<file path="src/sv/gmt_pkg.sv">
`timescale 1ns / 1ps
// ----------------------------------------------------------------------------
// gmt_pkg
// Types, codes and helpers shared by the membership table modules.
// ----------------------------------------------------------------------------
package gmt_pkg;

  localparam int TableDepth = 32;

  typedef enum logic [1:0] {
    ACT_TICK  = 2'd0,
    ACT_JOIN  = 2'd1,
    ACT_MERGE = 2'd2,
    ACT_ENTER = 2'd3
  } action_t;

  typedef enum logic [2:0] {
    KIND_DONE    = 3'd0,
    KIND_GOSSIP  = 3'd1,
    KIND_REMOVED = 3'd2,
    KIND_ADDED   = 3'd3,
    KIND_LISTED  = 3'd4,
    KIND_FULL    = 3'd5
  } kind_t;

  typedef enum logic [1:0] {
    CFG_SELF_ID       = 2'd0,
    CFG_SELF_PORT     = 2'd1,
    CFG_FAIL_WINDOW   = 2'd2,
    CFG_REMOVE_WINDOW = 2'd3
  } cfg_reg_t;

  typedef enum logic [3:0] {
    ST_IDLE,
    ST_SCAN_RD,
    ST_SCAN_EV,
    ST_RESOLVE,
    ST_MARK_RD,
    ST_MARK_EV,
    ST_RM_RD,
    ST_RM_EV,
    ST_GOS_RD,
    ST_GOS_EV,
    ST_LIST_RD,
    ST_LIST_EV,
    ST_FINISH
  } state_t;

  typedef struct packed {
    action_t     action;
    logic [31:0] now;
    logic [7:0]  entry_id;
    logic [15:0] entry_port;
    logic [31:0] entry_heartbeat;
    logic [31:0] entry_timestamp;
  } in_item_t;

  typedef struct packed {
    kind_t       kind;
    logic [7:0]  member_id;
    logic [15:0] member_port;
    logic [31:0] member_heartbeat;
    logic [31:0] member_timestamp;
    logic [5:0]  member_count;
    logic        last;
  } out_item_t;

  typedef struct packed {
    logic [7:0]  id;
    logic [15:0] port;
    logic [31:0] heartbeat;
    logic [31:0] timestamp;
  } slot_t;

  typedef struct packed {
    logic  load;
    logic  idx_clr;
    logic  idx_inc;
    logic  rd;
    logic  scan;
    logic  mark;
    logic  emit;
    kind_t emit_kind;
    logic  resolve;
    logic  finish;
  } cmd_t;

  typedef struct packed {
    action_t action;
    logic    in_group;
    logic    idx_last;
    logic    out_free;
    logic    hold_valid;
    logic    sel_rm;
    logic    sel_gossip;
    logic    sel_list;
  } sts_t;

  // True when the timestamp lies more than the window behind now.
  function automatic logic older(input logic [31:0] ts, input logic [31:0] now,
                                 input logic [15:0] win);
    logic [31:0] w;
    w = {16'd0, win};
    return (now >= w) && (ts < now - w);
  endfunction

endpackage

</file>
<file path="src/sv/gmt_ctrl.sv">
`timescale 1ns / 1ps
// ----------------------------------------------------------------------------
// gmt_ctrl
// Sequencer that walks the table for each request and issues datapath commands.
// ----------------------------------------------------------------------------
module gmt_ctrl (
  input  logic            clk,
  input  logic            rst,
  input  logic            in_valid,
  input  gmt_pkg::action_t in_action,
  output logic            in_stall,
  input  gmt_pkg::sts_t   sts,
  output gmt_pkg::cmd_t   cmd
);
  import gmt_pkg::*;

  state_t state, state_next;

  always_ff @(posedge clk) begin
    if (rst) begin
      state <= ST_IDLE;
    end else begin
      state <= state_next;
    end
  end

  always_comb begin
    logic   walk;
    logic   ev_sel;
    kind_t  ev_kind;
    state_t ev_rd;
    state_t ev_done;
    cmd        = '0;
    state_next = state;
    in_stall   = (state != ST_IDLE);
    walk       = 1'b0;
    ev_sel     = 1'b0;
    ev_kind    = KIND_DONE;
    ev_rd      = ST_IDLE;
    ev_done    = ST_FINISH;
    unique case (state)
      ST_IDLE: begin
        if (in_valid) begin
          cmd.load    = 1'b1;
          cmd.idx_clr = 1'b1;
          state_next  = (in_action == ACT_TICK) ? ST_MARK_RD : ST_SCAN_RD;
        end
      end
      ST_SCAN_RD: begin
        cmd.rd     = 1'b1;
        state_next = ST_SCAN_EV;
      end
      ST_SCAN_EV: begin
        cmd.scan = 1'b1;
        if (sts.idx_last) begin
          state_next = ST_RESOLVE;
        end else begin
          cmd.idx_inc = 1'b1;
          state_next  = ST_SCAN_RD;
        end
      end
      ST_RESOLVE: begin
        cmd.resolve = 1'b1;
        cmd.idx_clr = 1'b1;
        state_next  = (sts.action == ACT_JOIN) ? ST_LIST_RD : ST_FINISH;
      end
      ST_MARK_RD: begin
        cmd.rd     = 1'b1;
        state_next = ST_MARK_EV;
      end
      ST_MARK_EV: begin
        cmd.mark = 1'b1;
        if (sts.idx_last) begin
          cmd.idx_clr = 1'b1;
          state_next  = sts.in_group ? ST_RM_RD : ST_FINISH;
        end else begin
          cmd.idx_inc = 1'b1;
          state_next  = ST_MARK_RD;
        end
      end
      ST_RM_RD, ST_GOS_RD, ST_LIST_RD: begin
        cmd.rd     = 1'b1;
        state_next = state_t'(state + 4'd1);
      end
      ST_RM_EV: begin
        walk    = 1'b1;
        ev_sel  = sts.sel_rm;
        ev_kind = KIND_REMOVED;
        ev_rd   = ST_RM_RD;
        ev_done = ST_GOS_RD;
      end
      ST_GOS_EV: begin
        walk    = 1'b1;
        ev_sel  = sts.sel_gossip;
        ev_kind = KIND_GOSSIP;
        ev_rd   = ST_GOS_RD;
      end
      ST_LIST_EV: begin
        walk    = 1'b1;
        ev_sel  = sts.sel_list;
        ev_kind = KIND_LISTED;
        ev_rd   = ST_LIST_RD;
      end
      ST_FINISH: begin
        if (sts.out_free) begin
          cmd.finish = 1'b1;
          state_next = ST_IDLE;
        end
      end
      default: state_next = ST_IDLE;
    endcase

    // A held result must drain before a new one can take its place.
    if (walk && !(ev_sel && sts.hold_valid && !sts.out_free)) begin
      cmd.emit      = ev_sel;
      cmd.emit_kind = ev_kind;
      if (sts.idx_last) begin
        cmd.idx_clr = 1'b1;
        state_next  = ev_done;
      end else begin
        cmd.idx_inc = 1'b1;
        state_next  = ev_rd;
      end
    end
  end

  assert property (@(posedge clk) disable iff (rst)
    (state == ST_IDLE && in_valid) |=> (state == ST_MARK_RD || state == ST_SCAN_RD))
    else $error("request accepted without starting a walk");

  assert property (@(posedge clk) disable iff (rst)
    (state == ST_FINISH && sts.out_free) |=> (state == ST_IDLE))
    else $error("finish did not return to idle");

  assert property (@(posedge clk) disable iff (rst)
    (state == ST_RESOLVE) |=> (state == ST_LIST_RD || state == ST_FINISH))
    else $error("resolve went to an unexpected state");

endmodule

</file>
<file path="src/sv/gmt_dp.sv">
`timescale 1ns / 1ps
// ----------------------------------------------------------------------------
// gmt_dp
// Slot memory, valid bits, configuration, result holding and output register.
// ----------------------------------------------------------------------------
module gmt_dp #(
  parameter int TABLE_DEPTH = gmt_pkg::TableDepth
) (
  input  logic               clk,
  input  logic               rst,
  input  gmt_pkg::in_item_t  in_data,
  input  logic               cfg_we,
  input  logic [1:0]         cfg_index,
  input  logic [15:0]        cfg_data,
  output logic               out_valid,
  input  logic               out_stall,
  output gmt_pkg::out_item_t out_data,
  input  gmt_pkg::cmd_t      cmd,
  output gmt_pkg::sts_t      sts
);
  import gmt_pkg::*;

  localparam int IW = $clog2(TABLE_DEPTH);
  localparam int CW = $clog2(TABLE_DEPTH + 1);

  slot_t mem [TABLE_DEPTH];
  slot_t rd_data;

  logic [TABLE_DEPTH-1:0] valid;
  logic [TABLE_DEPTH-1:0] rm;
  logic [CW-1:0]          count;
  logic [IW-1:0]          idx;

  in_item_t    item;
  logic [31:0] own_hb;
  logic        in_group;
  logic [7:0]  self_id;
  logic [15:0] self_port;
  logic [15:0] fail_window;
  logic [15:0] remove_window;

  logic          hit;
  logic [IW-1:0] hit_idx;
  slot_t         hit_data;
  logic          free_found;
  logic [IW-1:0] free_idx;
  logic          self_done;

  logic  hold_valid;
  kind_t hold_kind;
  slot_t hold_slot;

  logic          out_free;
  logic          wr_en;
  logic [IW-1:0] wr_addr;
  slot_t         wr_data;
  logic          mark_self;
  logic          mark_rm;
  logic [7:0]    key;
  logic          res_add;
  logic          res_wr;
  kind_t         res_kind;
  slot_t         res_slot;
  slot_t         add_slot;
  logic [CW+5:0] count_ext;

  assign out_free  = !out_valid || !out_stall;
  assign key       = (item.action == ACT_ENTER) ? self_id : item.entry_id;
  assign count_ext = {6'd0, count};

  assign mark_self = valid[idx] && (rd_data.id == self_id) && !self_done;
  assign mark_rm   = valid[idx] && (rd_data.id != self_id) && in_group
                     && older(rd_data.timestamp, item.now, remove_window);

  assign sts.action     = item.action;
  assign sts.in_group   = in_group;
  assign sts.idx_last   = (idx == IW'(TABLE_DEPTH - 1));
  assign sts.out_free   = out_free;
  assign sts.hold_valid = hold_valid;
  assign sts.sel_rm     = rm[idx];
  assign sts.sel_gossip = valid[idx] && (rd_data.id != self_id)
                          && !older(rd_data.timestamp, item.now, fail_window);
  assign sts.sel_list   = valid[idx];

  // Outcome of a join, merge or enter once the scan has finished.
  always_comb begin
    res_add  = 1'b0;
    res_wr   = 1'b0;
    res_kind = KIND_DONE;
    res_slot = '0;
    add_slot = '0;
    case (item.action)
      ACT_JOIN: begin
        res_add  = 1'b1;
        add_slot = '{item.entry_id, item.entry_port, item.entry_heartbeat, item.now};
      end
      ACT_MERGE: begin
        if (hit) begin
          res_slot = hit_data;
          if (item.entry_heartbeat > hit_data.heartbeat) begin
            res_wr             = 1'b1;
            res_slot.heartbeat = item.entry_heartbeat;
            res_slot.timestamp = item.now;
          end
        end else if (!older(item.entry_timestamp, item.now, fail_window)) begin
          res_add  = 1'b1;
          add_slot = '{item.entry_id, item.entry_port, item.entry_heartbeat,
                       item.entry_timestamp};
        end else begin
          res_slot = '{item.entry_id, item.entry_port, item.entry_heartbeat,
                       item.entry_timestamp};
        end
      end
      ACT_ENTER: begin
        if (hit) begin
          res_slot = hit_data;
        end else begin
          res_add  = 1'b1;
          add_slot = '{self_id, self_port, own_hb, item.now};
        end
      end
      default: ;
    endcase
    if (res_add) begin
      res_slot = add_slot;
      res_kind = free_found ? KIND_ADDED : KIND_FULL;
    end
  end

  always_comb begin
    wr_en   = 1'b0;
    wr_addr = idx;
    wr_data = rd_data;
    if (cmd.mark && mark_self) begin
      wr_en             = 1'b1;
      wr_data.heartbeat = own_hb;
      wr_data.timestamp = item.now;
    end else if (cmd.resolve && res_wr) begin
      wr_en   = 1'b1;
      wr_addr = hit_idx;
      wr_data = res_slot;
    end else if (cmd.resolve && res_add && free_found) begin
      wr_en   = 1'b1;
      wr_addr = free_idx;
      wr_data = add_slot;
    end
  end

  always_ff @(posedge clk) begin
    if (wr_en) begin
      mem[wr_addr] <= wr_data;
    end
    if (cmd.rd) begin
      rd_data <= mem[idx];
    end
  end

  always_ff @(posedge clk) begin
    if (rst) begin
      self_id       <= 8'd1;
      self_port     <= 16'd0;
      fail_window   <= 16'd5;
      remove_window <= 16'd20;
    end else if (cfg_we) begin
      unique case (cfg_reg_t'(cfg_index))
        CFG_SELF_ID:       self_id       <= cfg_data[7:0];
        CFG_SELF_PORT:     self_port     <= cfg_data;
        CFG_FAIL_WINDOW:   fail_window   <= cfg_data;
        CFG_REMOVE_WINDOW: remove_window <= cfg_data;
        default: ;
      endcase
    end
  end

  always_ff @(posedge clk) begin
    if (cmd.load) begin
      item <= in_data;
    end
    if (cmd.scan) begin
      if (valid[idx] && (rd_data.id == key) && !hit) begin
        hit_idx  <= idx;
        hit_data <= rd_data;
      end
      if (!valid[idx] && !free_found) begin
        free_idx <= idx;
      end
    end
    if (cmd.emit) begin
      hold_kind <= cmd.emit_kind;
      hold_slot <= rd_data;
    end else if (cmd.resolve) begin
      hold_kind <= res_kind;
      hold_slot <= res_slot;
    end
  end

  always_ff @(posedge clk) begin
    if (rst) begin
      valid      <= '0;
      rm         <= '0;
      count      <= '0;
      idx        <= '0;
      own_hb     <= '0;
      in_group   <= 1'b0;
      hit        <= 1'b0;
      free_found <= 1'b0;
      self_done  <= 1'b0;
      hold_valid <= 1'b0;
    end else begin
      if (cmd.idx_clr) begin
        idx <= '0;
      end else if (cmd.idx_inc) begin
        idx <= idx + IW'(1);
      end
      if (cmd.load) begin
        rm         <= '0;
        hit        <= 1'b0;
        free_found <= 1'b0;
        self_done  <= 1'b0;
        if (in_data.action == ACT_TICK) begin
          own_hb <= own_hb + 32'd1;
        end
      end
      if (cmd.scan) begin
        if (valid[idx] && (rd_data.id == key)) begin
          hit <= 1'b1;
        end
        if (!valid[idx]) begin
          free_found <= 1'b1;
        end
      end
      if (cmd.mark) begin
        if (mark_self) begin
          self_done <= 1'b1;
        end else if (mark_rm) begin
          valid[idx] <= 1'b0;
          rm[idx]    <= 1'b1;
          count      <= count - CW'(1);
        end
      end
      if (cmd.resolve) begin
        hold_valid <= 1'b1;
        if (item.action == ACT_ENTER) begin
          in_group <= 1'b1;
        end
        if (res_add && free_found) begin
          valid[free_idx] <= 1'b1;
          count           <= count + CW'(1);
        end
      end
      if (cmd.emit) begin
        hold_valid <= 1'b1;
      end else if (cmd.finish) begin
        hold_valid <= 1'b0;
      end
    end
  end

  // Output register. A new result pushes the held one out; finish pushes the
  // held one, or an empty done result, marked as the last.
  always_ff @(posedge clk) begin
    if (rst) begin
      out_valid <= 1'b0;
    end else if ((cmd.emit && hold_valid) || cmd.finish) begin
      out_valid <= 1'b1;
    end else if (!out_stall) begin
      out_valid <= 1'b0;
    end
  end

  always_ff @(posedge clk) begin
    if ((cmd.emit && hold_valid) || cmd.finish) begin
      out_data.kind             <= hold_valid ? hold_kind : KIND_DONE;
      out_data.member_id        <= hold_valid ? hold_slot.id : 8'd0;
      out_data.member_port      <= hold_valid ? hold_slot.port : 16'd0;
      out_data.member_heartbeat <= hold_valid ? hold_slot.heartbeat : 32'd0;
      out_data.member_timestamp <= hold_valid ? hold_slot.timestamp : 32'd0;
      out_data.member_count     <= count_ext[5:0];
      out_data.last             <= cmd.finish;
    end
  end

  assert property (@(posedge clk) disable iff (rst)
    $countones(valid) == int'(count))
    else $error("member count disagrees with valid bits");

  assert property (@(posedge clk) disable iff (rst)
    !(cmd.emit && hold_valid && !out_free))
    else $error("held result overwritten while output is busy");

  assert property (@(posedge clk) disable iff (rst)
    (rm & valid) == '0)
    else $error("removed slot still marked valid");

endmodule

</file>
<file path="src/sv/gossip_membership_table.sv">
`timescale 1ns / 1ps
// ----------------------------------------------------------------------------
// gossip_membership_table
// Bounded member table for gossip heartbeat failure detection.
// ----------------------------------------------------------------------------
// One request is handled at a time, by walking the slot memory through its
// single read port, each slot being read and then evaluated. Merge and enter
// make a scan pass, a join a scan pass and a listing pass, a tick out of
// the group a self update pass and a tick in the group the self update and
// expiry pass, the removal report pass and the gossip report pass; a walk
// waits while the output is stalled. Every request ends with a result marked
// last; member_count on each result is the table fill after the whole
// request. No clearing pass is needed after reset.
module gossip_membership_table #(
  parameter int TABLE_DEPTH = gmt_pkg::TableDepth
) (
  input  logic               clk,
  input  logic               rst,
  input  logic               in_valid,
  output logic               in_stall,
  input  gmt_pkg::in_item_t  in_data,
  output logic               out_valid,
  input  logic               out_stall,
  output gmt_pkg::out_item_t out_data,
  input  logic               cfg_we,
  input  logic [1:0]         cfg_index,
  input  logic [15:0]        cfg_data
);
  import gmt_pkg::*;

  cmd_t cmd;
  sts_t sts;

  gmt_ctrl u_ctrl (
    .clk      (clk),
    .rst      (rst),
    .in_valid (in_valid),
    .in_action(in_data.action),
    .in_stall (in_stall),
    .sts      (sts),
    .cmd      (cmd)
  );

  gmt_dp #(
    .TABLE_DEPTH(TABLE_DEPTH)
  ) u_dp (
    .clk      (clk),
    .rst      (rst),
    .in_data  (in_data),
    .cfg_we   (cfg_we),
    .cfg_index(cfg_index),
    .cfg_data (cfg_data),
    .out_valid(out_valid),
    .out_stall(out_stall),
    .out_data (out_data),
    .cmd      (cmd),
    .sts      (sts)
  );

endmodule

</file>
<file path="config.mk">
export PLATFORM = sky130hd
export DESIGN_NAME = gossip_membership_table
export DESIGN_NICKNAME = d
export VERILOG_FILES = /design/src/sv/gmt_pkg.sv /design/src/sv/gmt_ctrl.sv /design/src/sv/gmt_dp.sv /design/src/sv/gossip_membership_table.sv
export SDC_FILE = /design/constraint.sdc
export NUM_CORES = 2
export LEC_CHECK = 0
export ABC_AREA = 1
export ABC_CLOCK_PERIOD_IN_PS = 15700
export BUFFER_PORTS_ARGS = -buffer_cell sky130_fd_sc_hd__buf_2
export CORE_MARGIN = 5
export CORE_UTILIZATION = 40
export DETAILED_ROUTE_END_ITERATION = 8
export PLACE_DENSITY_LB_ADDON = 0.15
export SETUP_SLACK_MARGIN = 0.1
export SKIP_CTS_REPAIR_TIMING = 1
export SLEW_MARGIN = 20
export SYNTH_ARGS = -nofsm -noshare
export SYNTH_HDL_FRONTEND = slang
export SYNTH_SLANG_ARGS = --single-unit
</file>
<file path="constraint.sdc">
create_clock -name clk -period 15.7 [get_ports clk]
set_input_delay 0.785 -clock clk [delete_from_list [all_inputs] [get_ports clk]]
set_output_delay 0.785 -clock clk [all_outputs]
set_load 0.02 [all_outputs]
</file>
==> impl_metrics.csv <==
group,metric,value,unit
clock_network,clock_latency,0.97,ns
sta,fin_crit_sh,54.5,%
synthesis,synthTopCellsByArea,"edfxtp_1 70%, o21ai_0 6.1%, nor2_1 4.6%, o22ai_1 3.4%, nand2_1 2.8%",
pwr,p_leak,54.9,nW
synthesis,synth_largest_area_cell,"edfxtp_1",
sta,setup_viol,0,
drt,dr.pass1.iters,7,
synthesis,yosysWarnings,0,
die,core_area,353000,sq um
drt,drt_drc_violations_left,0,
pwr,p_per_area,180,nW/um^2
pwr,total_power,29.1,mW
global_routing,grt_pass1_wl,690000,microns
synthesis,ys.flop_type,"edfxtp_1",
drt,num_vias,97500,
synthesis,synth.avg_cell_area,12.5,sq um
critical_path,crit_path_max_fanout,73,
synthesis,synth-edff-count,3313,
final_layout,fin_util,45.8,%
sta,finalHoldViolCount,0,
synthesis,ys_seq_elements,3486,
placement,place_area,150000,sq um
sta,fin_skew,0.0603,ns
synthesis,async_reset_ff_share,0,%
placement,post-place-ws,7.17,ns
synthesis,netlist_area,142000,sq um
synthesis,synth_top_area_share,70.0,%
synthesis,ys_types,59,
critical_path,endpoint_kind,"register",
global_routing,overflow,0,
critical_path,cp_data_arrival_time,9.12,ns
global_routing,antenna_found_initial,29,
sta,worst_pin_slew,1.22,ns
global_routing,grt_usage,25.9,%
sta,max_slew_margin,18.2,%
critical_path,cp.required,16.26,ns
final_layout,final_area,162000,sq um
sta,fin_ws,7.14,ns
sta,report.final.slew_viol_count,0,
critical_path,crit_type,"reg2reg",
drt,wl_per_cell,29.7,microns
clock_network,root_buffer,"clkbuf_16",
drt,via_per_inst,5.88,
die,fp.dieH,606,microns
hold_path,hold_class,"in2reg",
clock_network,cts_buffers,370,
die,die_area,367000,sq um
die,rows,218,
synthesis,seq_area_frac_synth,72.4,%
clock_network,cts_sinks,3486,
final_layout,num-nets-final,11900,
sta,fmax,117,MHz
sta,fin_crit,8.56,ns
flow_run,maxCapViolCount,0,
global_routing,grt_pass1_vias,91500,
sta,rsz0062_at_grt,"no",
clock_network,htreeDepth,5,
clock_network,clock_path_buffers,4,
global_routing,grt_max_degree,177,
run_status,status,"finished clean",
die,initial_core_util,40.2,%
synthesis,synth_cells,11400,
critical_path,crit_top_cell,"nand2_1",
critical_path,cpPeakStageDelay,0.99,ns
die,die_x,606,microns
clock_network,tritoncts,"yes",
pwr,vdd_drop_max,0.000117,V
drt,wl,493000,microns
placement,gp_congestion,0.914,
drt,drt-initial-drc-count,13000,
final_layout,areaGrowthSynthToFinish,13.9,%
placement,port_buffers,244,
drt,ant_nets,0,
final_layout,drive_above_1_share,10.4,%
sta,fin_tns_setup,0,ns
synthesis,synth.net_count,11700,
critical_path,start_kind,"register",
placement,dp_hpwl,288000,microns
die,io_pins,245,
clock_network,clkTransAtPathRegs,0.06,ns
critical_path,rrSetupSlack,7.14,ns
critical_path,slowest_stage,"nor2_4",
## per-layer routing
layer / track usage, % / wire [microns] / vias up
li1: - / - / 42500
met1: 38.4 / 216000 / 49700
met2: 39.7 / 219000 / 4698
met3: 3.84 / 43200 / 674
met4: 7.16 / 14500 / 4
met5: 0 / 27 / -
## cell type report
| type | instances | area (sq um) |
|---|---|---|
| fill | 31500 | 191000 |
| clock buffer | 462 | 9880 |
| antenna | 8 | 20.0 |
| clock inverter | 212 | 1870 |
| sequential | 3486 | 103000 |
| timing repair buffer | 537 | 3940 |
| inverter | 477 | 1810 |
| multi-input combinational | 6682 | 35500 |
| tap | 4730 | 5920 |
## where the power goes
part | internal (mW) | switching (mW)
Clock | 4.88 | 3.70
Combinational | 2.00 | 6.18
Sequential | 11.8 | 0.476
Total | 18.7 | 10.4
## per-stage QoR
stage,hold slack (ns),instances
after floorplan,0.408,11400
final,0.0113,16600
after detailed placement,0.445,15900
after global placement,0.445,15900
after global routing,-0.000676,16600
after CTS,-0.0713,16600
## cell usage in the layout, fill, tap and decap left out, drive strengths merged, types with 277 or more instances in the layout
cell type / netlist / layout
buf: 83 / 514
nand2: 1086 / 1086
nor2: 1770 / 1770
o22ai: 779 / 779
edfxtp: 3313 / 3313
a21oi: 277 / 277
inv: 472 / 481
clkbuf: 624 / 463
o21ai: 1749 / 1749
## critical path, delay by kind of cell (launching register included)
| family | cells | cell delay, ns |
|---|---|---|
| AO/OA/AOI/OAI | 5 | 1.02 |
| XOR/XNOR | 1 | 0.31 |
| adder cells (fa/ha/maj) | 2 | 0.73 |
| buffers and inverters | 4 | 1.88 |
| flip-flops | 1 | 0.49 |
| AND/OR/NAND/NOR | 22 | 3.57 |
## Yosys cell counts (all sizes together) (27+ instances only)
library cell  instances
a21oi               277
a221oi              169
a22o                165
a22oi                27
buf                  83
clkbuf              624
dfxtp               173
edfxtp             3313
ha                  166
inv                 472
nand2              1086
nand3               128
nand4                32
nor2               1770
nor3                 44
o211ai               72
o21ai              1749
o221ai               32
o22ai               779
xor2                 63
## state kept, by name, summed over array words and instances (netlist names), 3 cells and up
signal              count
u_ctrl.state            4
u_dp.count              6
u_dp.fail_window       16
u_dp.free_idx           5
u_dp.hit_data          88
u_dp.hit_idx            5
u_dp.hold_kind          3
u_dp.hold_slot         88
u_dp.idx                5
u_dp.item             120
u_dp.mem             2816
u_dp.out_data          98
u_dp.own_hb            32
u_dp.rd_data           88
u_dp.remove_window     16
u_dp.rm                32
u_dp.self_id            8
u_dp.self_port         16
u_dp.valid             32
## cells by family (layout without fill, tap and decap cells)
family	count (synthesis)	after routing	synth area share, %
flip-flops	3486	3486	72.4
XOR/XNOR	78	78	0.481
AO/OA/AOI/OAI	3335	3335	13.7
AND/OR/NAND/NOR	3101	3101	8.68
buffers and inverters	1184	1688	3.22
other	0	8	0
adder cells (fa/ha/maj)	168	168	1.49
## path summary, 6_finish.rpt
check / startpoint / cells past startpoint / to
worst max-delay path: u_dp.item[92] / 34 / u_dp.mem[6][12]
worst min-delay path: in_data[86] / 1 / u_dp.item[86]
worst max register to register: u_dp.item[92] / 34 / u_dp.mem[6][12]
worst min register to register: u_dp.rd_data[64] / 0 / u_dp.hit_data[64]
Power figures use the tool's default switching activity.
